<file path="src/sv/pngpd_pkg.sv">
package pngpd_pkg;

  localparam int MAX_ROW_BYTES_DEF   = 4096;
  localparam int MAX_PIXEL_BYTES_DEF = 64;

  localparam int MODE_W     = 4;
  localparam int COLOR_W    = 6;
  localparam int BITS_W     = 5;
  localparam int COLS_W     = 13;
  localparam int CFG_IDX_W  = 8;
  localparam int CFG_DATA_W = 13;
  localparam int CB_W       = 11;   // colors * bits
  localparam int CBC_W      = 24;   // columns * colors * bits

  localparam logic [CFG_IDX_W-1:0] REG_PREDICTOR = CFG_IDX_W'(0);
  localparam logic [CFG_IDX_W-1:0] REG_COLORS    = CFG_IDX_W'(1);
  localparam logic [CFG_IDX_W-1:0] REG_BITS      = CFG_IDX_W'(2);
  localparam logic [CFG_IDX_W-1:0] REG_COLUMNS   = CFG_IDX_W'(3);
  localparam logic [CFG_IDX_W-1:0] NUM_REGS      = CFG_IDX_W'(4);

  localparam logic [MODE_W-1:0]  PNG_MODE_MIN = MODE_W'(10);
  localparam logic [MODE_W-1:0]  MODE_RESET   = MODE_W'(1);
  localparam logic [COLOR_W-1:0] COLOR_RESET  = COLOR_W'(1);
  localparam logic [BITS_W-1:0]  BITS_RESET   = BITS_W'(8);
  localparam logic [BITS_W-1:0]  BITS_ZERO_AS = BITS_W'(8);
  localparam logic [COLS_W-1:0]  COLS_RESET   = COLS_W'(1);

  typedef enum logic [2:0] {
    FILT_NONE,
    FILT_SUB,
    FILT_UP,
    FILT_AVG,
    FILT_PAETH
  } filter_t;

  localparam logic [7:0] TAG_MAX = 8'd4;

endpackage

</file>
<file path="src/sv/pngpd_filter.sv">
module pngpd_filter
  import pngpd_pkg::*;
(
  input  filter_t    filter,
  input  logic [7:0] raw,
  input  logic [7:0] left,
  input  logic [7:0] above,
  input  logic [7:0] corner,
  output logic [7:0] decoded
);

  logic [8:0]        avg_sum;
  logic signed [9:0] da, db, dc;
  logic [9:0]        pa, pb, pc;
  logic [7:0]        paeth_pred;
  logic [7:0]        pred;

  // pa = |b - c|, pb = |a - c|, pc = |a + b - 2c|
  always_comb begin
    da = $signed({2'b00, above}) - $signed({2'b00, corner});
    db = $signed({2'b00, left}) - $signed({2'b00, corner});
    dc = da + db;
    pa = da[9] ? 10'(-da) : 10'(da);
    pb = db[9] ? 10'(-db) : 10'(db);
    pc = dc[9] ? 10'(-dc) : 10'(dc);
    priority if (pa <= pb && pa <= pc) begin
      paeth_pred = left;
    end else if (pb <= pc) begin
      paeth_pred = above;
    end else begin
      paeth_pred = corner;
    end
  end

  assign avg_sum = {1'b0, left} + {1'b0, above};

  always_comb begin
    unique case (filter)
      FILT_SUB:   pred = left;
      FILT_UP:    pred = above;
      FILT_AVG:   pred = avg_sum[8:1];
      FILT_PAETH: pred = paeth_pred;
      default:    pred = 8'd0;
    endcase
  end

  assign decoded = raw + pred;

endmodule

</file>
<file path="config.mk">
export PLATFORM = sky130hd
export DESIGN_NAME = pngpd_filter
export DESIGN_NICKNAME = d
export VERILOG_FILES = /design/src/sv/pngpd_pkg.sv /design/src/sv/pngpd_filter.sv
export SDC_FILE = /design/constraint.sdc
export NUM_CORES = 1
export LEC_CHECK = 0
export BUFFER_PORTS_ARGS = -buffer_cell sky130_fd_sc_hd__clkbuf_2
export CORE_MARGIN = 5
export CORE_UTILIZATION = 30
export DETAILED_ROUTE_END_ITERATION = 16
export GPL_TIMING_DRIVEN = 0
export SLEW_MARGIN = 20
export SYNTH_ARGS = -nofsm -noshare
export SYNTH_HDL_FRONTEND = slang
export SYNTH_SLANG_ARGS = --single-unit
export TNS_END_PERCENT = 20
</file>
<file path="constraint.sdc">
create_clock -name vclk -period 7.9
set_clock_uncertainty 0.05 [all_clocks]
set_input_delay 0 -clock vclk [all_inputs]
set_output_delay 0 -clock vclk [all_outputs]
set_load 0.02 [all_outputs]
</file>
# Word level (Yosys, flattened, before mapping)
# Cells that the tools add are included.
# op_classes
magnitude_cmp	3
n_eq_ne	4
reduce_logical	1
muxes	6
n_addsub	8
# op_table
cell	n
8-bit case mux with 4 select lines	1
10-bit <= comparator	3
10-bit two-way mux	3
9-bit negator with 10-bit output	2
8-bit by 8-bit subtractor with 9-bit output	2
8-bit two-way mux	2
9-bit by 9-bit adder with 10-bit output	1
10-bit negator	1
8-bit by 8-bit adder with 9-bit output	1
8-bit adder	1
3-bit by 2-bit == test with 1-bit output (second input constant)	2
3-bit by 1-bit == test with 1-bit output (second input constant)	1
3-bit == test (second input constant)	1
1-bit logical AND	1
# word_totals
register_bits	0
in_bits	35
out_inout_bits	8

# Logic depth before layout (Yosys ltp)
# Gate-level depths: netlist (run 1).
# depth
word_depth	9
ltp_mapped	38
depth_no_buf	37

# Worst setup path before layout (run 1)
# Ideal clock, no wire load.
# synth_timing
kind	input-to-output
start	input above[0]
end	output decoded[7]
path_stages	35
path_buffers	0
setup_slack_ns	1.277
arrival_time_ns	6.573
path_cell_list	inv_1 ha_1 inv_1 fa_1 xnor2_1 inv_1 ha_1 a21oi_1 o21ai_1 a21o_1 maj3_2 maj3_2 nand2_1 a41oi_4 o21bai_1 xor2_1 ha_1 nand4_1 nor2_1 a21oi_1 o211a_1 a31oi_2 mux2i_1 nand2_1 a31oi_1 inv_1 ha_1 a21o_1 a21oi_1 o21bai_1 a21oi_1 o21bai_1 a21oi_1 xnor2_1 xnor2_1
# synth_via
elab_chain_len	9
word_cells_on_any_way	15
cone_classes	6 x add/sub; 3 x order compare; 5 x mux; 1 x reduce/logical
# synth_lines
element	line_no	rtl
from (decl)	pngpd_filter.sv:7	input logic [7:0] above,
8-bit by 8-bit subtractor with 9-bit output	pngpd_filter.sv:20	da = $signed({2'b00, above}) - $signed({2'b00, corner});
9-bit by 9-bit adder with 10-bit output	pngpd_filter.sv:22	dc = da + db;
10-bit negator	pngpd_filter.sv:25	pc = dc[9] ? 10'(-dc) : 10'(dc);
10-bit two-way mux	pngpd_filter.sv:25	
10-bit <= comparator, on equally long branches	pngpd_filter.sv:28, pngpd_filter.sv:26	
8-bit two-way mux / 1-bit logical AND (equally long branches)	pngpd_filter.sv:28, pngpd_filter.sv:26	
8-bit two-way mux	pngpd_filter.sv:26	priority if (pa <= pb && pa <= pc) begin
8-bit case mux with 4 select lines (*)	pngpd_filter.sv:38	unique case (filter)
8-bit adder (*)	pngpd_filter.sv:47	assign decoded = raw + pred;
to (decl)	pngpd_filter.sv:9	output logic [7:0] decoded
# Mark *: on every way between the ends. The rest lies on a longest branch, timed or not.

# Worst setup path after layout (run 1)
# layout_timing
start	input left[0]
end	output decoded[7]
# layout_via
elab_chain_len	9
word_cells_on_any_way	15
cone_classes	6 x add/sub; 3 x order compare; 5 x mux; 1 x reduce/logical
# layout_lines
element	line_no	rtl
from (decl)	pngpd_filter.sv:6	input logic [7:0] left,
8-bit by 8-bit subtractor with 9-bit output	pngpd_filter.sv:21	db = $signed({2'b00, left}) - $signed({2'b00, corner});
9-bit by 9-bit adder with 10-bit output	pngpd_filter.sv:22	
10-bit negator	pngpd_filter.sv:25	
10-bit two-way mux	pngpd_filter.sv:25	
10-bit <= comparator, on equally long branches	pngpd_filter.sv:28, pngpd_filter.sv:26	
8-bit two-way mux / 1-bit logical AND (equally long branches)	pngpd_filter.sv:28, pngpd_filter.sv:26	
8-bit two-way mux	pngpd_filter.sv:26	
8-bit case mux with 4 select lines (*)	pngpd_filter.sv:38	
8-bit adder (*)	pngpd_filter.sv:47	
# Marked as above.

==> qor.yml, run 1 <==
worst_setup_path:
  cp-end-kind: "output pin"
  crit_type: "input pin to output pin"
  cp_slowest_cell: "or4_1"
  critPathMaxStageDelay_ps: 630
  arrival_ps: 7290
  path_max_fanout: 9
  cpMostUsedCell: "a21oi_1"
  cp-start-kind: "input pin"
  required_ps: 7850
finish:
  seq_area_um2: 0
  seq_cells: 0
  fill_cells: 1097
  drive_gt1_share_pct: 14.8
  antennaDiodeCount: 0
  nClkBuffers: 0
  layout-area-overhead-vs-synth_pct: 13.9
  final_nets: 561
  finalNonFillerCells: 588
timing:
  holdWs_ps: 314
  fin_crit_ps: 7340
  finalSetupTns_ps: 0
  slew_viol_final: 0
  tightest_slew_ps: 571
  fmax_ghz: 0.136
  finalSetupViolCount: 0
  grt_setup_unrepaired: "no"
  final_hold_viol_count: 0
  min_period_over_period_pct: 93.0
  slew_headroom_pct: 61.9
yosys:
  synth_area_um2: 3080
  postSynthAreaPerCell_um2: 7.55
  synth_compound_area_share_pct: 26.4
  synth_area_leaders: "ha_1 27%, xnor2_1 10%, inv_1 5.1%, a21oi_1 4.2%, xor2_1 3.7%"
  seq_area_frac_synth_pct: 0
  synthDistinctLibCells: 53
  synthAdderAreaFrac_pct: 31.9
  synth_mux_area_share_pct: 3.70
  synth-simple-area-share_pct: 15.9
  syn_inst: 408
  yosys_warnings: 0
  synth_top_area_share_pct: 27.2
  synth_xor_xnor_area_share_pct: 16.0
  synth_top_family_by_area: "adder cells"
  synth_top_area_cell: "ha_1"
global_routing:
  antenna_found_initial: 0
  grt_pass1_wl_um: 13600
  grt-ovfl-total: 0
  grt_pass1_vias: 2946
  grt_max_degree: 11
  grt_use_total_pct: 12.5
drt:
  wl_um: 7980
  avgRoutedWirePerCell_um: 13.6
  wl_met1_um: 3900
  drc: 0
  via_per_inst: 5.08
  met3_length_um: 313
  routed-wl-met2_um: 3670
  via_count: 2986
  drt_pass1_iterations: 4
  top_layer_used: "met4"
  first_iter_violations: 126
  drtAntennaViolNets: 0
placement:
  placed_cells: 587
  io_buffer_count: 41
  hpwlAfterDp_um: 7130
  place_congestion: 0.892
power:
  p_leak_nw: 1.70
  vdd_drop_max_uv: 103
  power_density_nw_per_um2: 229
worst_hold_path:
  hp-class: "input pin to output pin"
  min_to: "decoded[0]"
  holdPathStages: 3
  min_from: "raw[0]"
die:
  rows: 37
  die_h_um: 111
  start_util_pct: 30.2
  dieArea_um2: 12400
  io_pins: 43
  coreArea_um2: 10200
  die_x_um: 111
outcome:
  outcome: "finished, final reports clean"
run:
  maxCapViolations: 0
clock_network:
  cts_hold_buf: 0
cell usage after synthesis, drive strengths merged (5+ instances only):
library cell	n
mux2i	8
a22oi	8
o21a	6
inv	42
nand4	7
nand2	25
xnor2	36
ha	67
a31oi	6
fa	5
a21oi	29
a21o	15
nor2	29
nor2b	14
xor2	15
o21bai	9
o21ai	24
clkbuf	7
critical path, delay by kind of cell:
family / cells / cell delay, ps
AO/OA/AOI/OAI: 14 / 2550
XOR/XNOR: 3 / 620
adder cells (fa/ha/maj): 7 / 2240
buffers and inverters: 6 / 600
AND/OR/NAND/NOR: 5 / 1270
placed cells by master (no fill, tap or decap), types with 2 or more instances in the layout:
cell	count
clkbuf_1	6
nor3_1	3
xnor2_1	33
ha_1	67
a21oi_1	26
o22ai_1	2
a22oi_1	8
nand2_1	25
or2_2	4
nand2b_1	4
fa_1	5
or4_1	2
o21a_1	6
o31a_1	2
inv_1	42
mux2i_1	8
nand3_1	4
nor2b_1	14
maj3_2	2
conb_1	4
o21bai_1	9
o21ai_1	5
clkbuf_2	42
a211oi_2	2
maj3_1	2
xor2_2	2
a31oi_1	5
xor2_1	13
o211ai_1	4
a21o_1	15
mux2_2	3
nor2_1	28
a21oi_2	3
and2_1	2
o221ai_1	4
nand4_1	7
xnor2_2	2
o21ai_0	19
report_power, final:
part | internal [mW] | switching [mW] | total, mW
Combinational | 0.351 | 0.451 | 0.802
Clock | 0 | 0 | 0
Sequential | 0 | 0 | 0
through the flow:
step                      total power [mW]  utilization, %  instance area [µm²]  setup slack, ps
final                                0.802            34.4                 3510              557
after global routing                 0.905            34.4                 3510             55.9
after CTS                            0.791            34.0                 3460              192
after detailed placement             0.786            34.0                 3460              221
after global placement               0.757            34.0                 3460              380
after floorplan                      0.614               -                 3090             1280
cell type report:
class              count  area (µm²)  share of cell area, %
multi-input cells    361        2940                   83.8
plain buffers          7        27.5                  0.785
repair buffers        42         213                   6.06
well taps            136         170                   4.85
inverters             42         158                   4.50
timing repair:
action                     CTS  global route
setup endpoints to repair    0             2
resized for setup            0             8
hold endpoints to repair     0             0
setup buffers                0             1
per-layer routing:
metal	global-route usage (%)	up-vias
met5	0	-
met1	17.1	1384
li1	-	1550
met2	22.5	48
met3	0.819	4
met4	1.05	0
worst max path at each step:
| stage | slack, ps | cells past startpoint | start | to |
|---|---|---|---|---|
| 5_1_grt | 60 | 35 | left[0] | decoded[7] |
| 6_report | 560 | 35 | left[0] | decoded[7] |
| 4_1_cts | 190 | 37 | left[0] | decoded[7] |
| 3_3_place_gp | 380 | 37 | left[0] | decoded[7] |
| 2_1_floorplan | 1280 | 35 | above[0] | decoded[7] |
| 3_5_place_dp | 220 | 37 | left[0] | decoded[7] |
cell families after synthesis:
family	count (synthesis)
AO/OA/AOI/OAI	119
AND/OR/NAND/NOR	99
adder cells (fa/ha/maj)	76
XOR/XNOR	52
buffers and inverters	49
multiplexers	11
other	2
No activity file was read; power rests on OpenSTA's default activity.
==> inputs of run 2 (changes only) <==
==> constraint.sdc (replaced) <==
create_clock -name vclk -period 7.9
set_clock_uncertainty 0.05 [all_clocks]
set_input_delay 1.58 -clock vclk [all_inputs]
set_output_delay 1.58 -clock vclk [all_outputs]
set_load 0.02 [all_outputs]
==> qor.yml, run 2 (synthesis gave the netlist of run 1 again) <==
timing:
  finalSetupViolCount: 8  # +8
  min_period_over_period_pct: 121  # +28 points
  final_hold_viol_count: 0  # unchanged
  holdWs_ps: 3490  # +3170 ps
  fin_crit_ps: 9570  # +2220 ps
  grt_setup_unrepaired: "yes"
  slew_viol_final: 0  # unchanged
  fmax_ghz: 0.105  # -23%
  slew_headroom_pct: 59.6  # -2.4 points
  fin_ws_ps: -1670  # -2220 ps
  tightest_slew_ps: 601  # +30.3 ps
worst_setup_path:
  critPathMaxStageDelay_ps: 420  # -210 ps
  required_ps: 6270  # -1580 ps
  path_max_fanout: 8  # -1
  cp-start-kind: "input pin"
  crit_type: "input pin to output pin"
  cpMostUsedCell: "a21oi_2"
  arrival_ps: 7940  # +650 ps
  cp_slowest_cell: "fa_2"
  cp-end-kind: "output pin"
finish:
  layout-area-overhead-vs-synth_pct: 34.7
  drive_gt1_share_pct: 31.5  # +17 points
  mostFrequentLayoutCells: "58 x ha_1, 32 x clkbuf_2, 31 x inv_1, 27 x buf_4, 26 x xnor2_1"
  seq_cells: 0  # unchanged
  seq_area_um2: 0  # unchanged
  nClkBuffers: 0  # unchanged
  fin_area_um2: 4150  # +18%
  final_common_cell: "ha_1"
  finalNonFillerCells: 616  # +4.8%
  antennaDiodeCount: 0  # unchanged
  final_nets: 589  # +5.0%
die:
  die_h_um: 111  # unchanged
  io_pins: 43  # unchanged
  rows: 37  # unchanged
  die_x_um: 111  # unchanged
  coreArea_um2: 10200  # unchanged
  dieArea_um2: 12400  # unchanged
  start_util_pct: 30.2  # unchanged
drt:
  via_per_inst: 5.03  # -0.90%
  drc: 0  # unchanged
  wl_um: 8810  # +10%
  first_iter_violations: 101  # -20%
  avgRoutedWirePerCell_um: 14.3  # +5.4%
  via_count: 3100  # +3.8%
  drtAntennaViolNets: 0  # unchanged
  drt_pass1_iterations: 4  # unchanged
power:
  power_density_nw_per_um2: 233  # +1.8%
  power_mw: 0.965  # +20%
  vdd_drop_max_uv: 89.1  # -14%
  p_leak_nw: 1.94  # +14%
worst_hold_path:
  min_to: "decoded[0]"
  hp-class: "input pin to output pin"
  holdPathStages: 3  # unchanged
  min_from: "raw[0]"
placement:
  placed_cells: 587  # unchanged
  dp_slack_ps: -2310  # -2530 ps
  dpl_cell_area_um2: 3620  # +4.5%
  place_congestion: 0.885  # -0.77%
  hpwlAfterDp_um: 7350  # +3.0%
  io_buffer_count: 41  # unchanged
global_routing:
  grt_max_degree: 11  # unchanged
  grt-ovfl-total: 0  # unchanged
  antenna_found_initial: 0  # unchanged
  grt_use_total_pct: 14.0  # +1.5 points
  grt_pass1_wl_um: 15000  # +10%
  grt_pass1_vias: 3229  # +9.6%
run:
  maxCapViolations: 0  # unchanged
outcome:
  outcome: "finished, violations left"
  violations: "negative setup slack"
clock_network:
  cts_hold_buf: 0  # unchanged
[run 2: changes by cell type in the layout (fill, tap and decap cells not counted), moves of 7 or more]
cell and change:
buf_4 +26, clkbuf_2 -10, ha_1 -9, inv_1 -11, inv_2 +9, xnor2_1 -7
[run 2: area by class of cell]
class / instances / area (µm²)
fill: 1031 / 6040
multi-input combinational: 361 / 3250
timing repair buffer: 72 / 528
inverter: 42 / 175
tap: 136 / 170
buffer: 5 / 22.5
[run 2: worst max-delay path: cells and delay by family]
kind	cells	cell delay (ps)
AOI/OAI and AO/OA	15	2210
buffers and inverters	6	570
muxes	1	170
and+or+nand+nor	4	530
adders and majority gates	7	2170
xor gates and xnor gates	4	670
[run 2: how the worst max path moves through the flow]
stage	start	end	cells past startpoint
after floorplan	left[0]	decoded[7]	35
after global placement	left[0]	decoded[7]	37
after detailed placement	left[0]	decoded[7]	37
after CTS	above[0]	decoded[7]	35
after global routing	above[0]	decoded[7]	37
final	above[0]	decoded[7]	37
[run 2: repair_timing]
action,in CTS,in global routing
gates resized for setup,35,39
pin swaps,26,37
endpoints found under the setup margin,8,8
setup buffers,24,7
[run 2: through the flow]
stage	utilization, %	TNS (ps)
after global routing	40.7	-12060
after detailed placement	35.5	-14370
after floorplan	-	-5960
after CTS	38.7	-9780
after global placement	35.5	-13890
final	40.7	-10140
[run 2: routing by layer]
layer	vias to the layer above	part of all wire, %	track usage (%)
met3	13	2.9	0.382
li1	1602	-	-
met2	47	47	25.4
met4	0	2.5	2.35
met5	-	0	0
met1	1438	47	18.9
[run 2: power by group]
group          internal (mW)  switching (mW)
clock network              0               0
logic                  0.459           0.506
registers                  0               0
total                  0.459           0.506
